--- src/hdl/ccdn_pkg.sv ---
// shared types, constants and helpers of the calendar day number converter
`default_nettype none

package ccdn_pkg;

	localparam int unsigned WORD_W = 32;
	localparam int unsigned DOY_W  = 9;
	localparam int unsigned IDX_W  = 3;

	typedef enum logic [IDX_W-1:0] {
		REG_EPOCH,
		REG_CYCLE_YEARS,
		REG_LEAP_PER_CYCLE,
		REG_YEAR_OFFSET,
		REG_COMMON_DAYS,
		REG_EXTRA_DAYS,
		REG_DAY_OFFSET,
		REG_CENTURY_SKIP
	} reg_index_t;

	localparam logic [WORD_W-1:0] QUAD_CENT_YEARS = 32'd400;
	localparam logic [WORD_W-1:0] CENT_YEARS      = 32'd100;
	localparam logic [WORD_W-1:0] QUAD_CENT_LEAPS = 32'd100 - 32'd3;

	localparam logic [WORD_W-1:0] EPOCH_RST    = 32'hFFF5_A551;
	localparam logic [6:0]        CYCLE_RST    = 7'd4;
	localparam logic [6:0]        LEAPN_RST    = 7'd1;
	localparam logic [8:0]        COMMON_RST   = 9'd365;
	localparam logic [4:0]        EXTRA_RST    = 5'd1;
	localparam logic [6:0]        PER_RST      = 7'd25;
	localparam logic [WORD_W-1:0] P400_RST     = 32'd146097;
	localparam logic [WORD_W-1:0] P100_RST     = 32'd36524;
	localparam logic [WORD_W-1:0] PC_RST       = 32'd1461;

	typedef struct packed {
		logic [WORD_W-1:0] epoch;
		logic [6:0]        cyc;
		logic [6:0]        leapn;
		logic [10:0]       yoff;
		logic [8:0]        common;
		logic [4:0]        extra;
		logic [17:0]       doff;
		logic              skip;
		logic [WORD_W-1:0] p400;
		logic [WORD_W-1:0] p100;
		logic [WORD_W-1:0] pc;
	} cfg_t;

	typedef struct packed {
		logic              kind;
		logic [WORD_W-1:0] year;
		logic [DOY_W-1:0]  doy;
		logic [WORD_W-1:0] dn;
		logic [WORD_W-1:0] x;
	} item_t;

	typedef struct packed {
		item_t             it;
		logic [WORD_W-1:0] q1;
	} tag2_t;

	typedef struct packed {
		item_t             it;
		logic [WORD_W-1:0] q1;
		logic [WORD_W-1:0] q2;
	} tag3_t;

	typedef struct packed {
		item_t             it;
		logic [WORD_W-1:0] q1;
		logic [WORD_W-1:0] q2;
		logic [WORD_W-1:0] q3;
	} tag4_t;

	typedef struct packed {
		logic [WORD_W-1:0] year;
		logic [DOY_W-1:0]  doy;
		logic [WORD_W-1:0] dn;
	} res_t;

	typedef struct packed {
		res_t              res;
		logic [WORD_W-1:0] adj;
	} lt5_t;

	function automatic logic [WORD_W-1:0] sext11(input logic [10:0] v);
		return {{(WORD_W-11){v[10]}}, v};
	endfunction

	function automatic logic [WORD_W-1:0] sext18(input logic [17:0] v);
		return {{(WORD_W-18){v[17]}}, v};
	endfunction

endpackage

`default_nettype wire

--- src/hdl/ccdn_cfg.sv ---
// calendar registers and the cycle lengths derived from them
`default_nettype none

module ccdn_cfg
	import ccdn_pkg::*;
(
	input  logic              clk,
	input  logic              arst_n,
	input  logic              cfg_we,
	input  logic [IDX_W-1:0]  cfg_index,
	input  logic [WORD_W-1:0] cfg_data,
	output cfg_t              cfg
);

	logic [WORD_W-1:0] epoch_q;
	logic [6:0]        cyc_q, leapn_q, per_q, per_d;
	logic [10:0]       yoff_q;
	logic [8:0]        common_q;
	logic [4:0]        extra_q;
	logic [17:0]       doff_q;
	logic              skip_q;
	logic [WORD_W-1:0] p400_q, p100_q, pc_q;
	logic [WORD_W-1:0] common_w, extra_w;
	logic [6:0]        per_tab [128];

	function automatic logic [6:0] per_of(input int unsigned c);
		return (c == 0) ? 7'd0 : 7'(CENT_YEARS / 32'(c));
	endfunction

	always_ff @(posedge clk or negedge arst_n) begin
		if (!arst_n) begin
			epoch_q  <= EPOCH_RST;
			cyc_q    <= CYCLE_RST;
			leapn_q  <= LEAPN_RST;
			yoff_q   <= '0;
			common_q <= COMMON_RST;
			extra_q  <= EXTRA_RST;
			doff_q   <= '0;
			skip_q   <= 1'b1;
		end else if (cfg_we) begin
			case (reg_index_t'(cfg_index))
				REG_EPOCH:          epoch_q  <= cfg_data;
				REG_CYCLE_YEARS:    cyc_q    <= cfg_data[6:0];
				REG_LEAP_PER_CYCLE: leapn_q  <= cfg_data[6:0];
				REG_YEAR_OFFSET:    yoff_q   <= cfg_data[10:0];
				REG_COMMON_DAYS:    common_q <= cfg_data[8:0];
				REG_EXTRA_DAYS:     extra_q  <= cfg_data[4:0];
				REG_DAY_OFFSET:     doff_q   <= cfg_data[17:0];
				REG_CENTURY_SKIP:   skip_q   <= cfg_data[0];
				default: ;
			endcase
		end
	end

	// cycles of cycle_years that fit in a century, zero for a zero cycle
	for (genvar g = 0; g < 128; g++) begin : g_per
		assign per_tab[g] = per_of(g);
	end

	assign per_d = per_tab[cyc_q];

	assign common_w = {23'd0, common_q};
	assign extra_w  = {27'd0, extra_q};

	always_ff @(posedge clk or negedge arst_n) begin
		if (!arst_n) begin
			per_q  <= PER_RST;
			p400_q <= P400_RST;
			p100_q <= P100_RST;
			pc_q   <= PC_RST;
		end else begin
			per_q  <= per_d;
			p400_q <= skip_q ? common_w * QUAD_CENT_YEARS + QUAD_CENT_LEAPS * extra_w : '0;
			p100_q <= skip_q ? common_w * CENT_YEARS + ({25'd0, per_q} - 32'd1) * extra_w : '0;
			pc_q   <= common_w * {25'd0, cyc_q} + {25'd0, leapn_q} * extra_w;
		end
	end

	always_comb begin
		cfg.epoch  = epoch_q;
		cfg.cyc    = cyc_q;
		cfg.leapn  = leapn_q;
		cfg.yoff   = yoff_q;
		cfg.common = common_q;
		cfg.extra  = extra_q;
		cfg.doff   = doff_q;
		cfg.skip   = skip_q;
		cfg.p400   = p400_q;
		cfg.p100   = p100_q;
		cfg.pc     = pc_q;
	end

endmodule

`default_nettype wire

--- config.mk ---
export PLATFORM = sky130hd
export DESIGN_NAME = ccdn_cfg
export DESIGN_NICKNAME = d
export VERILOG_FILES = /design/src/hdl/ccdn_pkg.sv /design/src/hdl/ccdn_cfg.sv
export SDC_FILE = /design/constraint.sdc
export NUM_CORES = 1
export LEC_CHECK = 0
export BUFFER_PORTS_ARGS = -buffer_cell sky130_fd_sc_hd__buf_2
export CAP_MARGIN = 20
export CORE_MARGIN = 2
export CORE_UTILIZATION = 50
export DETAILED_ROUTE_END_ITERATION = 7
export GPL_TIMING_DRIVEN = 0
export PLACE_DENSITY = 0.73
export SLEW_MARGIN = 20
export SYNTH_ARGS = -nofsm -noshare
export SYNTH_HDL_FRONTEND = slang
export SYNTH_SLANG_ARGS = --single-unit
--- constraint.sdc ---
create_clock -name clk -period 15.45 [get_ports clk]
set_input_delay 1.545 -clock clk [delete_from_list [all_inputs] [get_ports clk]]
set_output_delay 1.545 -clock clk [all_outputs]
set_load 0.01 [all_outputs]
==> impl_metrics.csv, run 1 <==
group,metric,value,unit
floorplan,die_w,162.9,um
routing,routedWlPerCell,15.81,um
layout,area_delta_synth_final,16.59,%
synthesis,async_flop_share,100.0,%
floorplan,pin_count,224,
global_route,antenna_found_initial,0,
routing,firstDrtPassIters,5,
sta,holdWs,0.4855,ns
hold_path,min_path_type,"flip-flop to flip-flop",
routing,ant_nets,0,
worst_setup_path,critPathLaunchType,"flip-flop",
worst_setup_path,crit_type,"flip-flop to flip-flop",
routing,vias,8812,
sta,fmax,169.4,MHz
sta,hold_viol,0,
global_route,grt_max_degree,95,
layout,final_nets,1717,
sta,fin_worst_skew,0.01110,ns
placed_design,dpl.hpwl,21.76,mm
floorplan,num_rows,58,
clock_network,cts_tree,"yes",
clock_network,cts.sinks,151,
global_route,grt_pass1_wl,46.22,mm
global_route,overflow,0,
placed_design,gp_congestion,0.8798,
worst_setup_path,cp_data_required_time,15.76,ns
synthesis,synth_area,12630,um^2
clock_network,clock_latency,0.43,ns
floorplan,die-area,26550,um^2
sta,slew_viol_final,0,
clock_network,cts-root-buf,"clkbuf_16",
synthesis,yosysSeqAreaShare,30.49,%
outcome,status,"finished clean",
floorplan,initial_core_util,50.60,%
layout,layout-drive-gt1-share,30.69,%
synthesis,synth-seq-cells,151,
floorplan,core,24960,um^2
worst_setup_path,end_kind,"flip-flop",
clock_network,cts_setup_buffers,0,
routing,routed_via_density,4.987,
floorplan,die_height,162.9,um
synthesis,avgSynthCellArea,10.68,um^2
sta,fin_crit_sh,38.21,%
worst_setup_path,cpPeakStageDelay,0.64,ns
worst_setup_path,arrival,6.22,ns
worst_setup_path,r2r_setup_slack,9.55,ns
clock_network,cts_resized,0,
clock_network,htreeDepth,4,
synthesis,yosysWarnings,0,
worst_setup_path,path_common_cell,"fa_1",
synthesis,synth.distinct_cells,69,
sta,relSlewSlack,53.25,%
placed_design,io_buffer_count,194,
worst_setup_path,path_max_fanout,11,
global_route,grt_pass1_vias,9147,
worst_setup_path,path_delay_family,"adder cells",
routing,drc,0,
sta,setup_violations,0,
clock_network,cts-hold-fix-buffers,0,
layout,layout_commonest_cell,"inv_1",
routing,drt_iter0_drc,417,
worst_setup_path,cp_num_buf_inv,5,
clock_network,path_clk_slew,0.07,ns
sta,final.setup.worst_slack,9.546,ns
routing,wl,27.94,mm
sta,grt_setup_unrepaired,"false",
layout,antenna_cells,0,
flow_run,max-cap-violations,0,
layout,final_cell_mix,"203 x inv_1, 201 x buf_2, 138 x ha_1",
global_route,grt_util_all_layers,22.24,%
clock_network,numCtsBuffers,17,
synthesis,synth-edff-count,0,
sta,min_period,5.904,ns
sta,finalSetupTns,0,ns
synthesis,synthFlopType,"dfrtp_1",
worst_setup_path,critPathSlowestCell,"dfrtp_1",
placed_design,pre_cts_ws,9.588,ns
clock_network,clk_path_buf_depth,2,
worst_setup_path,timing.critical_path.cells,"clkbuf_1 -> and2_1 -> fa_1 -> fa_1 -> inv_1 -> fa_1 -> inv_1 -> fa_1 -> inv_1 -> fa_1 -> inv_1 -> ha_1 -> a21o_1 -> a21oi_1 -> a21o_1 -> and2b_1 -> o21ai_1 -> a31oi_1 -> o21ai_1",
sta,worst_slew_pin_slew,0.6982,ns
synthesis,synth_cells,1183,
per-layer routing:
metal	vias to the layer above	GRT usage, %	part of all wire, %
li1	4162	-	-
met2	253	37.04	48
met5	-	0	0
met4	0	5.833	1.3
met1	4370	29.58	44
met3	27	4.889	6.6
worst paths after layout:
path | endpoint | startpoint | depth (start not counted)
setup / recovery | pc_q[16] | extra_q[4] | 19
hold / removal | doff_q[14] | doff_q[14] | 1
setup reg to reg | pc_q[16] | extra_q[4] | 19
hold reg to reg | doff_q[14] | doff_q[14] | 1
max in group asynchronous | epoch_q[15] | arst_n | 2
min in group asynchronous | pc_q[16] | arst_n | 1
state kept, by name (all words and copies together) (netlist names), 5 cells and up:
signal    count
common_q      9
epoch_q      32
yoff_q       11
p100_q       18
doff_q       18
p400_q       19
per_q         7
extra_q       5
pc_q         17
cyc_q         7
leapn_q       7
Yosys cell counts, drive strengths merged (10+ instances only):
master | count | area (um^2)
o21ai | 23 | 118.9
mux2 | 83 | 934.7
buf | 51 | 362.9
clkbuf | 19 | 71.32
ha | 138 | 1727
and2 | 66 | 415.4
fa | 117 | 2342
nor3 | 10 | 60.06
dfstp | 58 | 1524
xor2 | 21 | 198.9
inv | 203 | 762.0
a21oi | 30 | 161.4
xnor2 | 23 | 224.0
dfrtp | 93 | 2327
a21o | 12 | 91.34
nor2 | 49 | 183.9
nand2 | 80 | 300.3
nor2b | 27 | 183.9
stage by stage:
| step | cell area (um^2) | util [%] | instances |
|---|---|---|---|
| after global placement | 14120 | 56.55 | 1734 |
| after floorplan | 12730 | - | 1210 |
| final | 14730 | 59.00 | 1767 |
| after detailed placement | 14150 | 56.70 | 1735 |
| after CTS | 14730 | 59.00 | 1767 |
| after global routing | 14730 | 59.00 | 1767 |
cells by family after synthesis:
group	share of synthesized area [%]
AO/OA/AOI/OAI	5.398
XOR/XNOR	3.348
adder cells (fa/ha/maj)	32.21
buffers and inverters	9.529
flip-flops	30.49
multiplexers	7.835
other	0.02969
AND/OR/NAND/NOR	11.16
worst reg2reg max path, stage by stage, from the launching register on:
cell	delay, ns
dfrtp_1	0.64
clkbuf_1	0.52
and2_1	0.26
fa_1	0.43
fa_1	0.54
inv_1	0.06
fa_1	0.54
inv_1	0.06
fa_1	0.52
inv_1	0.05
fa_1	0.52
inv_1	0.04
ha_1	0.34
a21o_1	0.19
a21oi_1	0.25
a21o_1	0.18
and2b_1	0.14
o21ai_1	0.11
a31oi_1	0.29
o21ai_1	0.12
cell type report:
type                    count  area, um^2
plain buffers              70       434.2
clock buffers              18       439.2
clock inverters            14       133.9
fillers                  2127       10240
inverters                 205       769.5
multi-input cells         784        7679
flip-flops and latches    151        3851
well taps                 330       412.9
repair buffers            195        1008
Power of run 1 is not shown: default switching activity piles up to over one toggle a cycle in this logic, so the estimate is an artifact.
==> inputs of run 2 (changes only) <==
clock period = 6.07 ns   (was 15.45 ns; I/O delays follow)
==> run 2 against run 1 <==
Cell area about the same. Flip-flop and latch count unchanged. Core utilization about the same. First-iteration DRC count increased by 0.24%. Hold slack got worse by 0.39 ns. Final cell count about the same. Sequential share of layout area about the same. Critical path type unchanged. Highest routed layer unchanged.
==> impl_metrics.csv, run 2 (same netlist as run 1, synthesis figures left out) <==
group,metric,value,unit
layout,largest_register_ffs,32,
sta,setup_violations,0,
layout,reg_top3,"epoch_q: 32 flops, p400_q: 19 flops",
routing,wl,27.93,mm
floorplan,die_w,162.9,um
layout,final_nets,1716,
sta,holdWs,0.09482,ns
sta,fin_worst_skew,0.01220,ns
clock_network,cts_tree,"yes",
global_route,grt_max_degree,95,
routing,drc,0,
placed_design,dpl.hpwl,21.76,mm
floorplan,core,24960,um^2
layout,final_cell_mix,"203 x inv_1, 201 x buf_2, 138 x ha_1",
sta,worst_slew_pin_slew,0.7054,ns
routing,routed_via_density,4.994,
layout,top_register,"epoch_q",
sta,fin_crit_sh,93.57,%
clock_network,htreeDepth,4,
global_route,antenna_found_initial,0,
worst_setup_path,cpPeakStageDelay,0.52,ns
global_route,grt_pass1_wl,46.22,mm
hold_path,min_path_type,"input pin to async pin",
layout,antenna_cells,0,
floorplan,die-area,26550,um^2
placed_design,io_buffer_count,194,
sta,slew_viol_final,0,
worst_setup_path,reg2reg_depth,21,
worst_setup_path,arrival,5.99,ns
layout,fillers,2134,
routing,drt_iter0_drc,418,
clock_network,cts-root-buf,"clkbuf_16",
worst_setup_path,critPathSlowestCell,"fa_1",
clock_network,path_clk_slew,0.07,ns
floorplan,die_height,162.9,um
worst_setup_path,critPathLaunchType,"flip-flop",
routing,ant_nets,0,
layout,layout-drive-gt1-share,31.27,%
worst_setup_path,r2r_setup_slack,0.39,ns
worst_setup_path,timing.critical_path.cells,"clkbuf_1 -> clkbuf_2 -> nand2_1 -> fa_1 -> inv_1 -> fa_1 -> inv_1 -> fa_1 -> inv_1 -> fa_1 -> inv_1 -> fa_1 -> inv_1 -> ha_1 -> a21o_1 -> a21oi_1 -> a21o_1 -> and2b_1 -> o21ai_1 -> a31oi_1 -> o21ai_1",
routing,firstDrtPassIters,5,
layout,area_delta_synth_final,16.64,%
sta,grt_setup_unrepaired,"false",
worst_setup_path,r2r-end,"pc_q[16]",
sta,fmax,176.1,MHz
floorplan,pin_count,224,
sta,min_period,5.680,ns
sta,relSlewSlack,52.77,%
worst_setup_path,r2r_start,"cyc_q[3]",
global_route,grt_pass1_vias,9147,
worst_setup_path,crit_type,"flip-flop to flip-flop",
sta,hold_viol,0,
placed_design,gp_congestion,0.8798,
clock_network,clock_latency,0.43,ns
sta,finalSetupTns,0,ns
floorplan,initial_core_util,50.60,%
layout,layout_commonest_cell,"inv_1",
worst_setup_path,end_kind,"flip-flop",
worst_setup_path,cp_data_required_time,6.38,ns
routing,vias,8820,
clock_network,cts.sinks,151,
clock_network,clk_path_buf_depth,2,
clock_network,numCtsBuffers,17,
flow_run,max-cap-violations,0,
floorplan,num_rows,58,
global_route,overflow,0,
routing,routedWlPerCell,15.81,um
global_route,grt_util_all_layers,22.24,%
worst_setup_path,path_max_fanout,10,
outcome,status,"finished clean",
clock_network,cts_setup_buffers,0,
run 2: final cells by class:
type	instances	area, um^2	area share [%]
clock inverters	14	133.9	0.9086
clock buffers	18	439.2	2.981
inverters	205	769.5	5.222
plain buffers	69	437.9	2.972
flip-flops and latches	151	3854	26.15
repair buffers	195	1008	6.844
well taps	330	412.9	2.802
multi-input cells	784	7679	52.11
run 2: critical path: cells and delay by family, from the launching register on:
kind / cells / cell delay, ns
compound gates: 6 / 1.14
fa+ha+maj: 6 / 2.86
buf+inv: 7 / 0.93
simple gates: 2 / 0.25
flops: 1 / 0.39
run 2: metrics by stage:
| stage | std cells | util [%] | worst slack (ns) | area, um^2 |
|---|---|---|---|---|
| final | 1766 | 59.02 | 0.3902 | 14730 |
| after global routing | 1766 | 59.02 | 0.04150 | 14730 |
| after CTS | 1767 | 59.00 | 0.1796 | 14730 |
| after detailed placement | 1735 | 56.70 | 0.2082 | 14150 |
| after global placement | 1734 | 56.55 | 0.3159 | 14120 |
| after floorplan | 1210 | - | 0.8291 | 12730 |
run 2: routing by layer:
layer | vias to the layer above | global-route usage, % | part of all wire [%]
li1 | 4164 | - | -
met1 | 4367 | 29.58 | 44
met2 | 262 | 37.04 | 48
met3 | 27 | 4.889 | 6.6
met4 | 0 | 5.833 | 1.3
met5 | - | 0 | 0
run 2: worst max path at each step:
stage,start,endpoint
finish,cyc_q[3],pc_q[16]
global route,cyc_q[3],pc_q[16]
CTS,extra_q[4],pc_q[16]
detailed placement,extra_q[4],pc_q[16]
global placement,extra_q[4],pc_q[16]
floorplan,cyc_q[4],pc_q[16]
run 2: repair_timing:
action	CTS	global route
gates resized for setup	0	14
endpoints found under the setup margin	0	3
hold buffers	0	0
Power of run 2 is left out for the same reason.
